$ cat src/rtl/lidar_frame_proximity_indicator_top_macros.svh
// ----------------------------------------------------------------------------
// lidar frame proximity indicator assertion macros
// shared concurrent assertion wrappers, compiled out with ASSERT_OFF
// ----------------------------------------------------------------------------
`ifndef LIDAR_FRAME_PROXIMITY_INDICATOR_TOP_MACROS_SVH
`define LIDAR_FRAME_PROXIMITY_INDICATOR_TOP_MACROS_SVH

`ifndef ASSERT_OFF
// clocked check, quiet while reset is high
`define LFPI_ASSERT(label, prop, msg) \
   label: assert property (@(posedge clock) disable iff (reset) prop) else $error(msg);
// clocked check, also active during reset
`define LFPI_ASSERT_ALWAYS(label, prop, msg) \
   label: assert property (@(posedge clock) prop) else $error(msg);
`else
`define LFPI_ASSERT(label, prop, msg)
`define LFPI_ASSERT_ALWAYS(label, prop, msg)
`endif

`endif

$ cat src/rtl/lfpi_pkg.sv
// ----------------------------------------------------------------------------
// lfpi_pkg
// types and constants shared by the lidar frame proximity indicator
// ----------------------------------------------------------------------------
`default_nettype none

package lfpi_pkg;

   localparam logic [7:0]  HEADER_BYTE = 8'h59;

   localparam logic        OP_BYTE = 1'b0;
   localparam logic        OP_TICK = 1'b1;

   localparam logic [15:0] FAR_LIMIT_RESET     = 16'd200;
   localparam logic [15:0] CAUTION_LIMIT_RESET = 16'd100;
   localparam logic [15:0] STOP_LIMIT_RESET    = 16'd60;
   localparam logic [15:0] BLINK_PERIOD_RESET  = 16'd3267;

   localparam int ADDR_W = 4;

   typedef enum logic [1:0] {
      PH_HUNT1,
      PH_HUNT2,
      PH_LOW,
      PH_HIGH
   } phase_type;

   typedef enum logic [1:0] {
      ZONE_FAR,
      ZONE_CAUTION,
      ZONE_NEAR,
      ZONE_STOP
   } zone_type;

   typedef enum logic [1:0] {
      REG_FAR_LIMIT,
      REG_CAUTION_LIMIT,
      REG_STOP_LIMIT,
      REG_BLINK_HALF_PERIOD
   } reg_index_type;

   typedef struct packed {
      logic [15:0] far_limit;
      logic [15:0] caution_limit;
      logic [15:0] stop_limit;
      logic [15:0] blink_half_period;
   } cfg_type;

   typedef struct packed {
      logic        frame_done;
      logic [15:0] distance;
      logic        blink_phase;
   } frame_type;

endpackage

`default_nettype wire

$ cat src/rtl/lfpi_csr.sv
// ----------------------------------------------------------------------------
// lfpi_csr
// apb-style register bank for the zone limits and blink period
// ----------------------------------------------------------------------------
`default_nettype none

module lfpi_csr (
   input  wire logic                     clock,
   input  wire logic                     reset,
   input  wire logic                     psel,
   input  wire logic                     penable,
   input  wire logic                     pwrite,
   input  wire logic [lfpi_pkg::ADDR_W-1:0] paddr,
   input  wire logic [31:0]              pwdata,
   output logic      [31:0]              prdata,
   output lfpi_pkg::cfg_type             cfg
);

   lfpi_pkg::cfg_type     cfg_ff;
   lfpi_pkg::cfg_type     cfg_in;
   lfpi_pkg::reg_index_type reg_index;
   logic                  write_en;

   assign reg_index = lfpi_pkg::reg_index_type'(paddr[3:2]);
   assign write_en  = psel & penable & pwrite;

   always_comb begin
      cfg_in = cfg_ff;
      if (write_en) begin
         case (reg_index)
            lfpi_pkg::REG_FAR_LIMIT:         cfg_in.far_limit         = pwdata[15:0];
            lfpi_pkg::REG_CAUTION_LIMIT:     cfg_in.caution_limit     = pwdata[15:0];
            lfpi_pkg::REG_STOP_LIMIT:        cfg_in.stop_limit        = pwdata[15:0];
            lfpi_pkg::REG_BLINK_HALF_PERIOD: cfg_in.blink_half_period = pwdata[15:0];
            default: ;
         endcase
      end
   end

   always_ff @(posedge clock) begin
      if (reset) begin
         cfg_ff.far_limit         <= lfpi_pkg::FAR_LIMIT_RESET;
         cfg_ff.caution_limit     <= lfpi_pkg::CAUTION_LIMIT_RESET;
         cfg_ff.stop_limit        <= lfpi_pkg::STOP_LIMIT_RESET;
         cfg_ff.blink_half_period <= lfpi_pkg::BLINK_PERIOD_RESET;
      end else begin
         cfg_ff <= cfg_in;
      end
   end

   always_comb begin
      case (reg_index)
         lfpi_pkg::REG_FAR_LIMIT:         prdata = {16'd0, cfg_ff.far_limit};
         lfpi_pkg::REG_CAUTION_LIMIT:     prdata = {16'd0, cfg_ff.caution_limit};
         lfpi_pkg::REG_STOP_LIMIT:        prdata = {16'd0, cfg_ff.stop_limit};
         lfpi_pkg::REG_BLINK_HALF_PERIOD: prdata = {16'd0, cfg_ff.blink_half_period};
         default:                         prdata = 32'd0;
      endcase
   end

   assign cfg = cfg_ff;

endmodule

`default_nettype wire

$ cat src/rtl/lfpi_parser.sv
// ----------------------------------------------------------------------------
// lfpi_parser
// header hunt, distance assembly and blink tick counter
// ----------------------------------------------------------------------------
`default_nettype none
`include "lidar_frame_proximity_indicator_top_macros.svh"

module lfpi_parser (
   input  wire logic        clock,
   input  wire logic        reset,
   input  wire logic        step,
   input  wire logic        op,
   input  wire logic [7:0]  byte_value,
   input  wire logic [15:0] blink_half_period,
   output lfpi_pkg::frame_type frame
);

   lfpi_pkg::phase_type phase_ff;
   lfpi_pkg::phase_type phase_in;
   logic [7:0]          low_ff;
   logic [7:0]          low_in;
   logic [15:0]         tick_ff;
   logic [15:0]         tick_in;
   logic                blink_ff;
   logic                blink_in;
   logic [15:0]         tick_next;

   assign tick_next = tick_ff + 16'd1;

   always_ff @(posedge clock) begin
      if (reset) begin
         phase_ff <= lfpi_pkg::PH_HUNT1;
         low_ff   <= 8'd0;
         tick_ff  <= 16'd0;
         blink_ff <= 1'b0;
      end else begin
         phase_ff <= phase_in;
         low_ff   <= low_in;
         tick_ff  <= tick_in;
         blink_ff <= blink_in;
      end
   end

   always_comb begin
      phase_in          = phase_ff;
      low_in            = low_ff;
      tick_in           = tick_ff;
      blink_in          = blink_ff;
      frame.frame_done  = 1'b0;
      frame.distance    = {byte_value, low_ff};
      frame.blink_phase = blink_ff;
      if (step) begin
         if (op == lfpi_pkg::OP_TICK) begin
            // zero period counts as one: next >= 0 always toggles
            if (tick_next >= blink_half_period) begin
               tick_in  = 16'd0;
               blink_in = ~blink_ff;
            end else begin
               tick_in = tick_next;
            end
         end else begin
            case (phase_ff)
               lfpi_pkg::PH_HUNT1: begin
                  phase_in = (byte_value == lfpi_pkg::HEADER_BYTE) ?
                             lfpi_pkg::PH_HUNT2 : lfpi_pkg::PH_HUNT1;
               end
               lfpi_pkg::PH_HUNT2: begin
                  phase_in = (byte_value == lfpi_pkg::HEADER_BYTE) ?
                             lfpi_pkg::PH_LOW : lfpi_pkg::PH_HUNT1;
               end
               lfpi_pkg::PH_LOW: begin
                  low_in   = byte_value;
                  phase_in = lfpi_pkg::PH_HIGH;
               end
               lfpi_pkg::PH_HIGH: begin
                  frame.frame_done = 1'b1;
                  phase_in         = lfpi_pkg::PH_HUNT1;
               end
               default: phase_in = lfpi_pkg::PH_HUNT1;
            endcase
         end
      end
   end

   // a finished frame always restarts the header hunt
   `LFPI_ASSERT(a_frame_restarts_hunt, frame.frame_done |=> phase_ff == lfpi_pkg::PH_HUNT1, "frame did not restart hunt")

endmodule

`default_nettype wire

$ cat src/rtl/lfpi_classify.sv
// ----------------------------------------------------------------------------
// lfpi_classify
// zone decision and indicator drive from the assembled distance
// ----------------------------------------------------------------------------
`default_nettype none

module lfpi_classify (
   input  wire logic        [15:0] distance,
   input  wire logic               blink_phase,
   input  wire lfpi_pkg::cfg_type  cfg,
   output lfpi_pkg::zone_type      zone,
   output logic                    red_on,
   output logic                    green_on
);

   // limits are tried in fixed order, first strict exceed wins
   always_comb begin
      if (distance > cfg.far_limit) begin
         zone     = lfpi_pkg::ZONE_FAR;
         red_on   = 1'b0;
         green_on = 1'b1;
      end else if (distance > cfg.caution_limit) begin
         zone     = lfpi_pkg::ZONE_CAUTION;
         red_on   = 1'b1;
         green_on = 1'b1;
      end else if (distance > cfg.stop_limit) begin
         zone     = lfpi_pkg::ZONE_NEAR;
         red_on   = 1'b1;
         green_on = 1'b0;
      end else begin
         zone     = lfpi_pkg::ZONE_STOP;
         red_on   = blink_phase;
         green_on = 1'b0;
      end
   end

endmodule

`default_nettype wire

$ cat src/rtl/lidar_frame_proximity_indicator_top.sv
// flow: a request waits in the input register; once it moves on and ends a
//    frame, its reading loads the result register and rsp_valid rises
// throughput: one request per cycle, bytes and ticks alike, unless the response side stalls;
//    set by the single input register feeding the parser and classifier in one pass
// reset: synchronous, active high; clears both stages, the parser, the blink
//    counter and restores the register defaults
// ----------------------------------------------------------------------------
// lidar_frame_proximity_indicator_top
// lidar byte stream frame parser with distance zone indicator
// ----------------------------------------------------------------------------
`default_nettype none
`include "lidar_frame_proximity_indicator_top_macros.svh"

module lidar_frame_proximity_indicator_top (
   input  wire logic                        clock,
   input  wire logic                        reset,
   // request channel
   input  wire logic                        req_valid,
   output logic                             req_stall,
   input  wire logic                        req_op,
   input  wire logic [7:0]                  req_byte_value,
   // response channel
   output logic                             rsp_valid,
   input  wire logic                        rsp_stall,
   output logic      [15:0]                 rsp_distance,
   output logic      [1:0]                  rsp_zone,
   output logic                             rsp_red_on,
   output logic                             rsp_green_on,
   // configuration port
   input  wire logic                        psel,
   input  wire logic                        penable,
   input  wire logic                        pwrite,
   input  wire logic [lfpi_pkg::ADDR_W-1:0] paddr,
   input  wire logic [31:0]                 pwdata,
   output logic      [31:0]                 prdata,
   output logic                             pready
);

   // input register stage
   logic                s1_valid_ff;
   logic                s1_valid_in;
   logic                s1_op_ff;
   logic [7:0]          s1_byte_ff;

   // result register stage
   logic                rsp_valid_ff;
   logic                rsp_valid_in;
   logic [15:0]         rsp_distance_ff;
   logic [1:0]          rsp_zone_ff;
   logic                rsp_red_ff;
   logic                rsp_green_ff;

   logic                out_blocked;
   logic                s1_advance;

   lfpi_pkg::cfg_type   cfg;
   lfpi_pkg::frame_type frame;
   lfpi_pkg::zone_type  zone;
   logic                red_on;
   logic                green_on;

   assign pready = 1'b1;

   lfpi_csr u_csr (
      .clock   (clock),
      .reset   (reset),
      .psel    (psel),
      .penable (penable),
      .pwrite  (pwrite),
      .paddr   (paddr),
      .pwdata  (pwdata),
      .prdata  (prdata),
      .cfg     (cfg)
   );

   // the result register only blocks when it holds a response not yet taken
   assign out_blocked = rsp_valid_ff & rsp_stall;
   assign s1_advance  = s1_valid_ff & ~out_blocked;
   // the input stage frees up whenever it is empty or can move on
   assign req_stall   = s1_valid_ff & out_blocked;

   always_comb begin
      s1_valid_in = s1_valid_ff;
      if (!req_stall) begin
         s1_valid_in = req_valid;
      end
   end

   always_ff @(posedge clock) begin
      if (reset) begin
         s1_valid_ff <= 1'b0;
      end else begin
         s1_valid_ff <= s1_valid_in;
      end
   end

   // payload captured on every open slot, no reset needed
   always_ff @(posedge clock) begin
      if (!req_stall) begin
         s1_op_ff   <= req_op;
         s1_byte_ff <= req_byte_value;
      end
   end

   // parser state moves only when the held request moves on
   lfpi_parser u_parser (
      .clock             (clock),
      .reset             (reset),
      .step              (s1_advance),
      .op                (s1_op_ff),
      .byte_value        (s1_byte_ff),
      .blink_half_period (cfg.blink_half_period),
      .frame             (frame)
   );

   lfpi_classify u_classify (
      .distance    (frame.distance),
      .blink_phase (frame.blink_phase),
      .cfg         (cfg),
      .zone        (zone),
      .red_on      (red_on),
      .green_on    (green_on)
   );

   // result register: load on a finished frame, drop once taken
   always_comb begin
      rsp_valid_in = rsp_valid_ff;
      if (s1_advance && frame.frame_done) begin
         rsp_valid_in = 1'b1;
      end else if (!rsp_stall) begin
         rsp_valid_in = 1'b0;
      end
   end

   always_ff @(posedge clock) begin
      if (reset) begin
         rsp_valid_ff <= 1'b0;
      end else begin
         rsp_valid_ff <= rsp_valid_in;
      end
   end

   always_ff @(posedge clock) begin
      if (s1_advance && frame.frame_done) begin
         rsp_distance_ff <= frame.distance;
         rsp_zone_ff     <= zone;
         rsp_red_ff      <= red_on;
         rsp_green_ff    <= green_on;
      end
   end

   assign rsp_valid    = rsp_valid_ff;
   assign rsp_distance = rsp_distance_ff;
   assign rsp_zone     = rsp_zone_ff;
   assign rsp_red_on   = rsp_red_ff;
   assign rsp_green_on = rsp_green_ff;

   // a held request is never dropped while the response side is blocked
   `LFPI_ASSERT(a_s1_holds, s1_valid_ff && out_blocked |=> s1_valid_ff, "request lost while blocked")
   // a taken response with nothing new behind it is not shown again
   `LFPI_ASSERT(a_no_repeat, rsp_valid_ff && !rsp_stall && !(s1_advance && frame.frame_done) |=> !rsp_valid_ff, "response repeated")
   // far zone lights green alone
   `LFPI_ASSERT(a_far_green, rsp_valid_ff && rsp_zone_ff == lfpi_pkg::ZONE_FAR |-> rsp_green_ff && !rsp_red_ff, "far zone drive wrong")
   // nothing is held in either stage straight after reset
   `LFPI_ASSERT_ALWAYS(a_reset_clear, reset |=> !s1_valid_ff && !rsp_valid_ff, "stages not cleared by reset")

endmodule

`default_nettype wire

$ cat config.mk
export PLATFORM = sky130hd
export DESIGN_NAME = lidar_frame_proximity_indicator_top
export DESIGN_NICKNAME = d
export VERILOG_FILES = /design/src/rtl/lfpi_pkg.sv /design/src/rtl/lfpi_csr.sv /design/src/rtl/lfpi_parser.sv /design/src/rtl/lfpi_classify.sv /design/src/rtl/lidar_frame_proximity_indicator_top.sv
export VERILOG_INCLUDE_DIRS = /design/src /design/src/rtl
export SDC_FILE = /design/constraint.sdc
export NUM_CORES = 1
export LEC_CHECK = 0
export BUFFER_PORTS_ARGS = -buffer_cell sky130_fd_sc_hd__buf_2
export CELL_PAD_IN_SITES_DETAIL_PLACEMENT = 0
export CELL_PAD_IN_SITES_GLOBAL_PLACEMENT = 1
export CORE_MARGIN = 2
export CORE_UTILIZATION = 43
export CTS_BUF_LIST = sky130_fd_sc_hd__clkbuf_16
export DETAILED_ROUTE_END_ITERATION = 8
export PLACE_DENSITY_LB_ADDON = 0.1
export SYNTH_ARGS = -nofsm -noshare
export SYNTH_HDL_FRONTEND = slang
export SYNTH_SLANG_ARGS = --single-unit
$ cat constraint.sdc
create_clock -name clock -period 3.5 [get_ports clock]
set_input_delay 0.875 -clock clock [delete_from_list [all_inputs] [get_ports clock]]
set_output_delay 0.875 -clock clock [all_outputs]
set_load 0.05 [all_outputs]
## Word level (Yosys, flattened, before mapping)

Index checks and enable logic that the tools add are counted.

- Word-level logic and storage cells: 65
- Flip-flop bits (word level): 122

- Order comparisons: 4
- Reductions and logical operators: 12
- Bitwise operators: 8
- Add/subtract/negate cells: 1
- Mux-type cells: 15
- Eq/ne operators: 8

Operators by type and width:

| kind | number |
|---|---|
| $pmux 32 s4 | 1 |
| $gt 16x16->1 | 3 |
| $add 16x1->16 const B | 1 |
| $ge 16x16->1 | 1 |
| $mux 16 | 1 |
| $reduce_and 2->1 | 6 |
| $mux 1 | 11 |
| $eq 2x2->1 const B | 4 |
| $eq 8x7->1 const B | 1 |
| $pmux 2 s4 | 1 |
| $reduce_and 3->1 | 2 |
| $and 1x1->1 | 5 |
| $eq 2x1->1 const B | 2 |
| $logic_not 2->1 | 2 |
| $not 1->1 | 3 |
| $mux 2 | 1 |
| $ne 2x1->1 const B | 1 |
| $reduce_or 2->1 | 1 |
| $logic_and 1x1->1 | 1 |

## Longest topological paths before layout

Gate-level depths: netlist of the first run.

- Depth in word-level cells: 6
- Mapped depth: 14
- Mapped depth without buffers: 13

## Cells and area by module

From an unflattened synthesis of the first run, not the netlist that was laid out.

- Cell total of the unflattened synthesis: 733
- Area, all modules: 7,173.1 sq um

By module, submodules not included:

| module | area each (sq um) | cells each | instances |
|---|---|---|---|
| lfpi_csr | 3,106.7 | 296 | 1 |
| lfpi_parser | 1,849.3 | 224 | 1 |
| lfpi_classify | 1,244.9 | 171 | 1 |
| lidar_frame_proximity_indicator_top | 972.2 | 42 | 1 |

## Worst setup path after synthesis of the first run

No wires, ideal clock.

- Kind: register -> register
- From: register u_parser.tick_ff[0]
- To: register u_parser.tick_ff[11]
- Slack: 0.509 ns
- Cell stages (with the launch flop): 14
- Library setup time: 0.059 ns
- Period minus slack after synthesis: 2.991 ns
- Required time: 3.441 ns
- Data arrival time: 2.932 ns
- Cells stage by stage: dfxtp_1 > ha_1 > nand3_2 > nor4_2 > and3_1 > xor2_1 > ha_1 > and3_1 > o21ai_0 > o2111ai_1 > a21o_1 > nor2_1 > buf_2 > a22o_1

- Longest elaborated chain between the ends: 3

RTL lines:

| item | line | RTL |
|---|---|---|
| start, declared | lfpi_parser.sv:22 | `logic [15:0] tick_ff;` |
| start signal, assigned | lfpi_parser.sv:39 | `tick_ff <= tick_in;` |
| $add 16x1->16 (*) | lfpi_parser.sv:28 | `assign tick_next = tick_ff + 16'd1;` |
| $ge 16x16->1 | lfpi_parser.sv:55 | `if (tick_next >= blink_half_period) begin` |
| $mux 16 (*) | lfpi_parser.sv:55 |  |

Every way passes the cells marked *; elsewhere a longest branch is shown, timed or not.
A chain may end at the register's enable or synchronous reset.

## Final worst setup path of the first run

- From: register u_parser.tick_ff[1]
- To: register u_parser.tick_ff[4]

Same word-level chain as after synthesis.

==> results.md, run 1 <==
* Area share of the largest cell type after synthesis at 0.278
* Detailed Route Iter0 Violations at 347
* Worst path slowest cell: dfxtp_1
* Post-DP HPWL at 13.4 mm
* Clk_skew at between 0.009 and 0.01 ns
* I/O pin total at 107
* Setup WS post-layout at between 0.3 and 0.4 ns
* Leakage at roughly 3.2 nW
* GRT Total Usage at 0.221
* 1st-pass router iterations at 5
* Critical path class: reg -> reg
* Count of cell types in the netlist at 58
* Height of the die at about 130 um
* Synth async-reset ratio at 0
* Mapped Area at 6690 sq um
* Ant diodes at 0
* CTS Sinks at ~120
* Most numerous cell in the Yosys netlist: nand2_1
* HP Class: reg -> reg
* Most area-hungry cell type in the Yosys netlist: dfxtp_1
* Syn-to-layout area delta at 15.1%
* Maximum VDD drop at about 0.00035 V
* Layout cells sized above 1 at 0.171
* Fill count at approximately 1400
* Worst hold stages at 0
* Post-synthesis cell count at 741
* Total negative slack at 0 ns
* Max-slew headroom at 0.442
* Setup crit start kind: flip-flop
* Initial antenna violation count at 1
* CTS Buffer Depth at 2
* Root buffer cell: clkbuf_16
* Yosys reg bits at 122
* Row count at between 40 and 50
* Slew Limit Fails at 0
* Period utilization at 0.904
* Routability Congestion at approximately 0.86
* Number of synthesized flops with an enable pin at 29
* R2r worst-path depth at 11
* Top post-synthesis cells by count: nand2_1, dfxtp_1, a21oi_1, inv_1, ha_1
* Number of global-route vias before repair at ~5000
* H-tree lvl count at 4
* Worst Hold Launch: u_parser.low_ff[0]
* Final hold violation count at 0
* Fmax achieved at about 320 MHz
* FF-to-FF End: u_parser.tick_ff[4]
* Status: finished clean
* Num CTS Buffers at 17
* Die area at around 17000 sq um
* Wire length per cell at 17.5 um
* Worst path max stage delay at approximately 0.40 ns
* CTS Hold Bufs at 0
* CP Buf/Inv Count at 0
* Nets at between 900 and 1000
* Die width at 129 um
* Vias at between 5000 and 6000
* Largest net degree at the start of global routing at 65
* First-pass GRT wire length at 27.6 mm
* Synth area leaders: dfxtp_1, edfxtp_1, ha_1, nand2_1, a21oi_1
* Clock Latency Late Sink at 0.42 ns
* P per Cell Area at approximately 420 nW/um^2
* Slew @ Worst Pin at roughly 0.84 ns
* CP Max Fanout at 9
* Count of input and output buffers at 71
* Antenna Violating Nets Remaining at 0
* Hold Path End: rsp_distance[0]
* Synth Flop Type: dfxtp_1
* Number of remaining DRC errors at 0
* Yosys warnings at 0
* Initial Utilization at 0.440
* Max cap viols at 0
* CORE AREA at approximately 15000 sq um
* Largest delay share family, worst path: compound AO/OA/AOI/OAI gates
* Crit. End Element: flip-flop
* Post-Route WL at around 18 mm
* Worst-path clk slew at 0.05 ns
* CTS tree: done
* Unrepaired setup endpoints after global routing: false
* Seq/Total Area, Yosys at 0.408
* Crit path time final at approximately 3.2 ns
* FF-to-FF Start: u_parser.tick_ff[1]
* Syn Area/Cell at 9.03 sq um
* Setup violations, final at 0
* Sequence of cells on the critical path: ha_2, nand3_2, nor2_1, xor2_1, ha_1, nand2_1, or3_1, o221ai_1, a21oi_2, a31o_2, a22o_1
* Worst EP required at ~3.8 ns
* CP arrival at approximately 3.5 ns
* Place WS at about 0.25 ns
* Vias/cell at about 5.3
* Grt total ovfl at 0
* Reg2reg setup slack at about 0.33 ns
==> cells by family after synthesis <==
| kind of cell | synth area share |
|---|---|
| adders and majority gates | 0.122 |
| and+or+nand+nor | 0.166 |
| DFF | 0.408 |
| muxes | 0.0658 |
| buffers and inverters | 0.0765 |
| other | 0.00112 |
| AOI/OAI and AO/OA | 0.140 |
| xor gates and xnor gates | 0.0196 |
==> where the power goes <==
part | leakage [nW] | internal, mW | total [mW] | switching (mW)
sequential | 1.01 | 1.46 | 1.48 | 0.0217
combinational | 1.91 | 0.0904 | 0.288 | 0.198
clock | 0.262 | 0.875 | 1.49 | 0.618
total | 3.19 | 2.42 | 3.26 | 0.838
==> worst max-delay path by stage <==
stage                     slack, ns              endpoint                 from  cells after the start
after detailed placement       0.25   u_parser.tick_ff[4]  u_parser.tick_ff[1]                     12
after CTS                      0.22   u_parser.tick_ff[4]  u_parser.tick_ff[1]                     12
after global placement         0.28   u_parser.tick_ff[4]  u_parser.tick_ff[1]                     12
final                          0.33   u_parser.tick_ff[4]  u_parser.tick_ff[1]                     11
after floorplan                0.51  u_parser.tick_ff[11]  u_parser.tick_ff[0]                     13
after global routing           0.05  u_parser.tick_ff[11]  u_parser.tick_ff[1]                     13
==> flip-flops by register name, summed over array words and instances (netlist names), named ones only <==
signal             flops
rsp_distance          16
rsp_green_on           1
rsp_red_on             1
rsp_valid              1
rsp_zone               2
s1_byte_ff             8
s1_op_ff               1
s1_valid_ff            1
u_csr.cfg             64
u_parser.blink_ff      1
u_parser.low_ff        8
u_parser.phase_ff      1
u_parser.tick_ff      16
==> repair_timing <==
item | 4_1_cts | 5_1_grt
endpoints found under the setup margin | 0 | 14
buffers inserted | 0 | 0
resized for setup | 0 | 3
hold endpoints to repair | 0 | 0
==> routing by layer <==
metal / routed length, um / track usage / vias to the layer above
li1: - / - / 2702
met1: 8090 / 0.296 / 2539
met2: 8440 / 0.355 / 135
met3: 963 / 0.0574 / 17
met4: 263 / 0.0627 / 0
met5: 0 / 0 / -
==> layout make-up <==
| cell class | count | area (sq um) | share of cell area |
|---|---|---|---|
| Clock buffer | 17 | 425 | 0.0553 |
| Clock inverter | 15 | 71.3 | 0.00926 |
| Inverter | 70 | 263 | 0.0341 |
| Multi-Input combinational cell | 517 | 3510 | 0.456 |
| Sequential cell | 122 | 2730 | 0.355 |
| Tap cell | 188 | 235 | 0.0306 |
| Timing Repair Buffer | 83 | 458 | 0.0595 |
==> metrics by stage <==
step	hold slack (ns)	std cells	utilization	instance area [sq um]	total power [mW]
finish	0.462	1012	0.506	7700	3.26
global route	0.491	1012	0.506	7700	3.37
floorplan	0.429	756	-	6750	1.72
global placement	0.456	980	0.473	7190	1.79
CTS	0.464	1012	0.506	7690	3.28
detailed placement	0.452	980	0.473	7190	1.80
==> cells in the final DEF, fill, tap and decap left out, types with 10 or more instances in the layout <==
| cell type | netlist | final |
|---|---|---|
| a21oi_1 | 76 | 76 |
| a22o_1 | 12 | 12 |
| buf_2 | 7 | 71 |
| buf_4 | 17 | 11 |
| clkbuf_16 | 0 | 17 |
| conb_1 | 2 | 17 |
| dfxtp_1 | 93 | 93 |
| edfxtp_1 | 29 | 29 |
| ha_1 | 65 | 64 |
| inv_1 | 70 | 73 |
| mux4_2 | 16 | 16 |
| nand2_1 | 139 | 139 |
| nand3_1 | 20 | 20 |
| nand4_1 | 13 | 13 |
| nor2_1 | 31 | 31 |
| o211ai_1 | 17 | 17 |
| o21ai_0 | 11 | 10 |
Note: power is estimated with default switching activity, not from simulation.
==> run 2, diff against run 1 <==
CORE_ASPECT_RATIO = 0.9   (was not set)
==> run 2 against run 1 <==
Clock skew grew 0.0056 ns. Critical endpoint is now u_parser.tick_ff[13]. Design area up 1.4%. Power rose by 9.9%. Die area hardly changed. First-iteration DRC count decreased by 27%. Highest routed layer is now met5. Critical path depth rose by 2. Largest power group unchanged. Sequential power hardly changed. Clock power increased by 22%. Sequential share of layout area decreased by 0.48 points. Critical path type unchanged. Register-to-register slack worse by 0.10 ns. Count of clock-buffer cells in the layout unchanged.
==> results.md, run 2 (synthesis results as in run 1) <==
* Status: finished clean (unchanged)
* Number of global-route vias before repair at 5143 (was 5086)
* Post-Route WL at 18.1 mm (was 17.8 mm)
* HP Class: reg -> reg (unchanged)
* Wire length per cell at 17.7 um (was 17.5 um)
* Placed Cells at 992 (was 980)
* Worst-path clk slew at 0.06 ns (was 0.05 ns)
* Period utilization at 0.933 (was 0.904)
* Setup crit start kind: flip-flop (unchanged)
* Vias/cell at 5.33 (about the same)
* Die width at 135 um (was 129 um)
* GRT Total Usage at 0.223 (was 0.221)
* Met2 WL at 8.58 mm (was 8.44 mm)
* Syn-to-layout area delta at 16.6% (was 15.1%)
* Seq. cell area at 2730 sq um (unchanged)
* CTS Hold Bufs at 0 (unchanged)
* Initial antenna violation count at 1 (unchanged)
* Post-DP HPWL at 13.3 mm (was 13.4 mm)
* Final hold violation count at 0 (unchanged)
* Grt total ovfl at 0 (unchanged)
* Leakage at 3.19 nW (about the same)
* Slew @ Worst Pin at 0.764 ns (was 0.837 ns)
* Max-slew headroom at 0.490 (was 0.442)
* Met3 routed WL at 897 um (was 963 um)
* Antenna Violating Nets Remaining at 0 (unchanged)
* Total negative slack at 0 ns (unchanged)
* Top sig layer: met5 (was met4)
* Commonest cells after routing, fill and taps aside: nand2_1, dfxtp_1, a21oi_1 (unchanged)
* First-pass GRT wire length at 27.6 mm (about the same)
* CTS Buffer Depth at 2 (unchanged)
* Largest register FFs at 64 (unchanged)
* Slew Limit Fails at 0 (unchanged)
* Clock Latency Late Sink at 0.42 ns (about the same)
* Detailed Route Iter0 Violations at 255 (was 347)
* P per Cell Area at 459 nW/um^2 (was 424 nW/um^2)
* Row count at 43 (was 45)
* CTS Sinks at 122 (unchanged)
* Height of the die at 122 um (was 129 um)
* CP Max Fanout at 9 (unchanged)
* Layout cells sized above 1 at 0.174 (was 0.171)
* CTS tree: done (unchanged)
* Maximum VDD drop at 0.000368 V (was 0.000346 V)
* Number of remaining DRC errors at 0 (unchanged)
* Routability Congestion at 0.893 (was 0.865)
* Unrepaired setup endpoints after global routing: false (unchanged)
* Die area at 16600 sq um (about the same)
* Commonest non-fill, non-tap cell in the layout: nand2_1 (unchanged)
* Crit. End Element: flip-flop (unchanged)
* H-tree lvl count at 4 (unchanged)
* CORE AREA at 15300 sq um (was 15200 sq um)
* Worst EP required at 3.81 ns (about the same)
* 1st-pass router iterations at 5 (unchanged)
* Fmax achieved at 306 MHz (was 316 MHz)
* R2r worst-path depth at 13 (was 11)
* Setup Fix Bufs, Post-CTS at 0 (unchanged)
* CP arrival at 3.58 ns (was 3.47 ns)
* Root buffer cell: clkbuf_16 (unchanged)
* Initial Utilization at 0.436 (was 0.440)
* Vias at 5462 (was 5393)
* Clk_skew at 0.0149 ns (was 0.00933 ns)
* Ant diodes at 0 (unchanged)
* Worst hold stages at 2 (was 0)
* Num CTS Buffers at 17 (unchanged)
* Met1 Wirelength at 8.28 mm (was 8.09 mm)
* Fill count at 1480 (was 1448)
* Crit path time final at 3.27 ns (was 3.17 ns)
* Max cap viols at 0 (unchanged)
* Critical path class: reg -> reg (unchanged)
* Count of input and output buffers at 71 (unchanged)
* Nets at 926 (was 928)
* Setup violations, final at 0 (unchanged)
* I/O pin total at 107 (unchanged)
* Largest net degree at the start of global routing at 65 (unchanged)
* Final cell count without fillers at 1024 (was 1012)
* Cts repair resizes at 0 (unchanged)
* Area occupied by multi-input gates at 3520 sq um (was 3510 sq um)
-- run 2: cell types whose count changed in the layout (fill, tap and decap cells not counted), sizes merged --
cell / change
buf: -2
bufinv: +4
clkinvlp: +2
inv: -4
clkinv: -2
-- run 2: final timing paths --
kind                  startpoint                    to  slack, ns
max reg2reg  u_parser.tick_ff[1]  u_parser.tick_ff[13]       0.23
max          u_parser.tick_ff[1]  u_parser.tick_ff[13]       0.23
min reg2reg        u_csr.cfg[44]         u_csr.cfg[44]       0.47
min                u_csr.cfg[44]         u_csr.cfg[44]       0.47
-- run 2: final cells by class --
class,count,share of cell area
clock buffer,17,0.0545
clock inverter,15,0.0234
inverter,70,0.0337
multi-input combinational,517,0.451
sequential,122,0.350
tap,202,0.0324
timing repair buffer,81,0.0552
-- run 2: stage by stage --
step | util | hold WS (ns) | power, mW | setup WS (ns) | area, sq um
floorplan | - | 0.429 | 1.72 | 0.509 | 6750
global placement | 0.468 | 0.456 | 1.79 | 0.273 | 7180
detailed placement | 0.468 | 0.466 | 1.80 | 0.268 | 7180
CTS | 0.508 | 0.473 | 3.61 | 0.202 | 7790
global route | 0.509 | 0.501 | 3.70 | 0.0214 | 7800
finish | 0.509 | 0.472 | 3.58 | 0.234 | 7800
-- run 2: metal layers --
metal	GRT usage	vias up
li1	-	2690
met1	0.290	2611
met2	0.360	131
met3	0.0516	28
met4	0.0931	2
met5	0	-
-- run 2: power breakdown --
| group | switching, mW | total [mW] | leakage, nW | internal [mW] |
|---|---|---|---|---|
| combinational | 0.197 | 0.285 | 1.88 | 0.0874 |
| sequential | 0.0233 | 1.48 | 1.01 | 1.46 |
| clock | 0.642 | 1.82 | 0.295 | 1.18 |
| total | 0.863 | 3.58 | 3.19 | 2.72 |
-- run 2: critical path, stage by stage, from the launching register on --
cell and delay, ns:
dfxtp_1 0.41, ha_2 0.26, nand3_2 0.17, nor2_1 0.31, and3_1 0.22, nand3_1 0.14, xnor2_1 0.18, ha_1 0.28
nand2_1 0.08, o21a_1 0.22, o211ai_1 0.29, a21oi_4 0.11, a31o_2 0.29, a22o_1 0.18
==> run 3, diff against run 2 <==
BUFFER_PORTS_ARGS = not set   (was -buffer_cell sky130_fd_sc_hd__buf_2)
CORE_UTILIZATION = 49   (was 43)
DONT_BUFFER_PORTS = 1   (was not set)
==> run 3 against run 2 <==
Design area shrank 6.9%. Global-route usage grew 2.2 points. Sequential share of layout area grew 2.6 points. Power shrank 11%. Hold slack lost 0.0038 ns. Non-clock buffer count shrank 75. Sequential cell count is the same. Final cell count shrank 11%. Highest routed layer is now met4.
==> results.md, run 3 (synthesis results as in run 1) <==
* Status: finished clean (unchanged)
* Initial antenna violation count at 0 (was 1)
* Routability Congestion at 0.830 (was 0.893)
* Total negative slack at 0 ns (unchanged)
* Vias at 5173 (was 5462)
* Seq pwr share at 0.467 (was 0.413)
* Num CTS Buffers at 17 (unchanged)
* Leakage at 2.86 nW (was 3.19 nW)
* HP Class: reg -> reg (unchanged)
* Wire length per cell at 18.8 um (was 17.7 um)
* Row count at 40 (was 43)
* CP Max Fanout at 12 (was 9)
* CORE AREA at 13400 sq um (was 15300 sq um)
* Nets at 851 (was 926)
* Root buffer cell: clkbuf_16 (unchanged)
* Clock Latency Late Sink at 0.42 ns (about the same)
* Number of remaining DRC errors at 0 (unchanged)
* Grt total ovfl at 0 (unchanged)
* Antenna Violating Nets Remaining at 0 (unchanged)
* Clk_skew at 0.00729 ns (was 0.0149 ns)
* Worst path slowest cell: dfxtp_1 (unchanged)
* Final hold violation count at 0 (unchanged)
* CTS tree: done (unchanged)
* Worst hold slack at 0.468 ns (was 0.472 ns)
* Ant diodes at 0 (unchanged)
* Vias/cell at 5.65 (was 5.33)
* I/O pin total at 107 (unchanged)
* Largest net degree at the start of global routing at 66 (was 65)
* Clock power share at 0.463 (was 0.507)
* Sequence of cells on the critical path: ha_2, nand3_2, nor4_4, and3_1, xor2_1, ha_1, a21o_1, o21ai_1, o2111ai_1, a21o_2, nor2_1, buf_4, a22o_1 (was ha_2, nand3_2, nor2_1, and3_1, nand3_1, xnor2_1, ha_1, nand2_1, o21a_1, o211ai_1, a21oi_4, a31o_2, a22o_1)
* Setup WS post-layout at 0.288 ns (was 0.234 ns)
* Placement Cell Area at 6750 sq um (was 7180 sq um)
* Max cap viols at 0 (unchanged)
* Largest register FFs at 64 (unchanged)
* Die area at 14600 sq um (was 16600 sq um)
* Syn-to-layout area delta at 8.55% (was 16.6%)
* Worst path max stage delay at 0.40 ns (was 0.41 ns)
* Number of global-route vias before repair at 4997 (was 5143)
* Place WS at 0.103 ns (was 0.268 ns)
* CP arrival at 3.57 ns (was 3.58 ns)
* CTS Sinks at 122 (unchanged)
* Total power at 3.17 mW (was 3.58 mW)
* Worst-path clk slew at 0.05 ns (was 0.06 ns)
* Post-DP HPWL at 12.7 mm (was 13.3 mm)
* 1st-pass router iterations at 5 (unchanged)
* Commonest non-fill, non-tap cell in the layout: nand2_1 (unchanged)
* Commonest cells after routing, fill and taps aside: nand2_1, dfxtp_1, a21oi_1 (unchanged)
* Maximum VDD drop at 0.000281 V (was 0.000368 V)
* Net Sw Frac at 0.245 (was 0.241)
* Comb pwr share at 0.069 (was 0.079)
* Placed Cells at 883 (was 992)
* Detailed Route Iter0 Violations at 297 (was 255)
* Setup Fix Bufs, Post-CTS at 0 (unchanged)
* Initial Utilization at 0.501 (was 0.436)
* Crit path time final at 3.21 ns (was 3.27 ns)
* CTS Hold Bufs at 0 (unchanged)
* Setup crit start kind: flip-flop (unchanged)
* Fmax achieved at 311 MHz (was 306 MHz)
* Die width at 127 um (was 135 um)
* Post-layout util at 0.543 (was 0.509)
* Height of the die at 115 um (was 122 um)
* Slew Limit Fails at 0 (unchanged)
* Count of input and output buffers at 0 (was 71)
* Final cell count without fillers at 915 (was 1024)
* Switching pwr at 0.777 mW (was 0.863 mW)
* P per Cell Area at 437 nW/um^2 (was 459 nW/um^2)
* Power Internal at 2.40 mW (was 2.72 mW)
* Post-Route WL at 17.2 mm (was 18.1 mm)
* Layout cells sized above 1 at 0.0870 (was 0.174)
* GRT Total Usage at 0.245 (was 0.223)
* CTS Buffer Depth at 2 (unchanged)
* Worst EP required at 3.86 ns (was 3.81 ns)
* First-pass GRT wire length at 27.2 mm (was 27.6 mm)
* Critical path class: reg -> reg (unchanged)
* Period utilization at 0.918 (was 0.933)
* Design area at 7260 sq um (was 7800 sq um)
* Max-slew headroom at 0.460 (was 0.490)
* Setup violations, final at 0 (unchanged)
* Unrepaired setup endpoints after global routing: false (unchanged)
* Slew @ Worst Pin at 0.809 ns (was 0.764 ns)
* H-tree lvl count at 4 (unchanged)
* Crit. End Element: flip-flop (unchanged)
-- run 3: changes by cell type in the layout (fill, tap and decap cells not counted), moves of 2 or more --
cell | before | now
buf_2 | 71 | 0
clkinv_1 | 2 | 7
buf_4 | 10 | 6
bufinv_16 | 4 | 0
clkinv_2 | 4 | 6
clkinvlp_4 | 3 | 1
-- run 3: per-layer routing --
layer  vias to the layer above  track usage  routed length, um
li1                       2548            -                  -
met1                      2446        0.322               7820
met2                       153        0.397               8060
met3                        26       0.0530                885
met4                         0        0.100                465
met5                         -            0                  0
-- run 3: area by class of cell --
class | count | area (sq um)
Sequential cell | 122 | 2730
Timing Repair Buffer | 6 | 45.0
Inverter | 70 | 263
Clock inverter | 15 | 67.6
Clock buffer | 17 | 425
Tap cell | 168 | 210
Fill cell | 1230 | 6100
Multi-Input combinational cell | 517 | 3520
-- run 3: power groups by stage --
| stage | logic, mW | clock network (mW) | registers [mW] |
|---|---|---|---|
| detailed placement | 0.219 | 0 | 1.51 |
| global placement | 0.214 | 0 | 1.51 |
| floorplan | 0.222 | 0 | 1.50 |
| CTS | 0.220 | 1.49 | 1.48 |
| finish | 0.220 | 1.47 | 1.48 |
| global route | 0.239 | 1.55 | 1.49 |
-- run 3: critical path: cells and delay by family (launching register included) --
family	cells	cell delay, ns
buffers and inverters	1	0.21
xor gates and xnor gates	1	0.17
DFF	1	0.40
AOI/OAI and AO/OA	5	0.94
and+or+nand+nor	4	0.88
adders and majority gates	2	0.53
-- run 3: path summary, 6_finish.rpt --
kind,startpoint,to,slack [ns],cells past startpoint
setup / recovery,u_parser.tick_ff[1],u_parser.tick_ff[9],0.29,13
hold / removal,u_parser.low_ff[0],rsp_distance[0],0.47,0
setup reg to reg,u_parser.tick_ff[1],u_parser.tick_ff[9],0.29,13
hold reg to reg,u_parser.low_ff[0],rsp_distance[0],0.47,0
-- run 3: repair_timing --
| item | 4_1_cts | 5_1_grt |
|---|---|---|
| hold endpoints to repair | 0 | 0 |
| setup endpoints to repair | 0 | 16 |
| resized for setup | 0 | 6 |
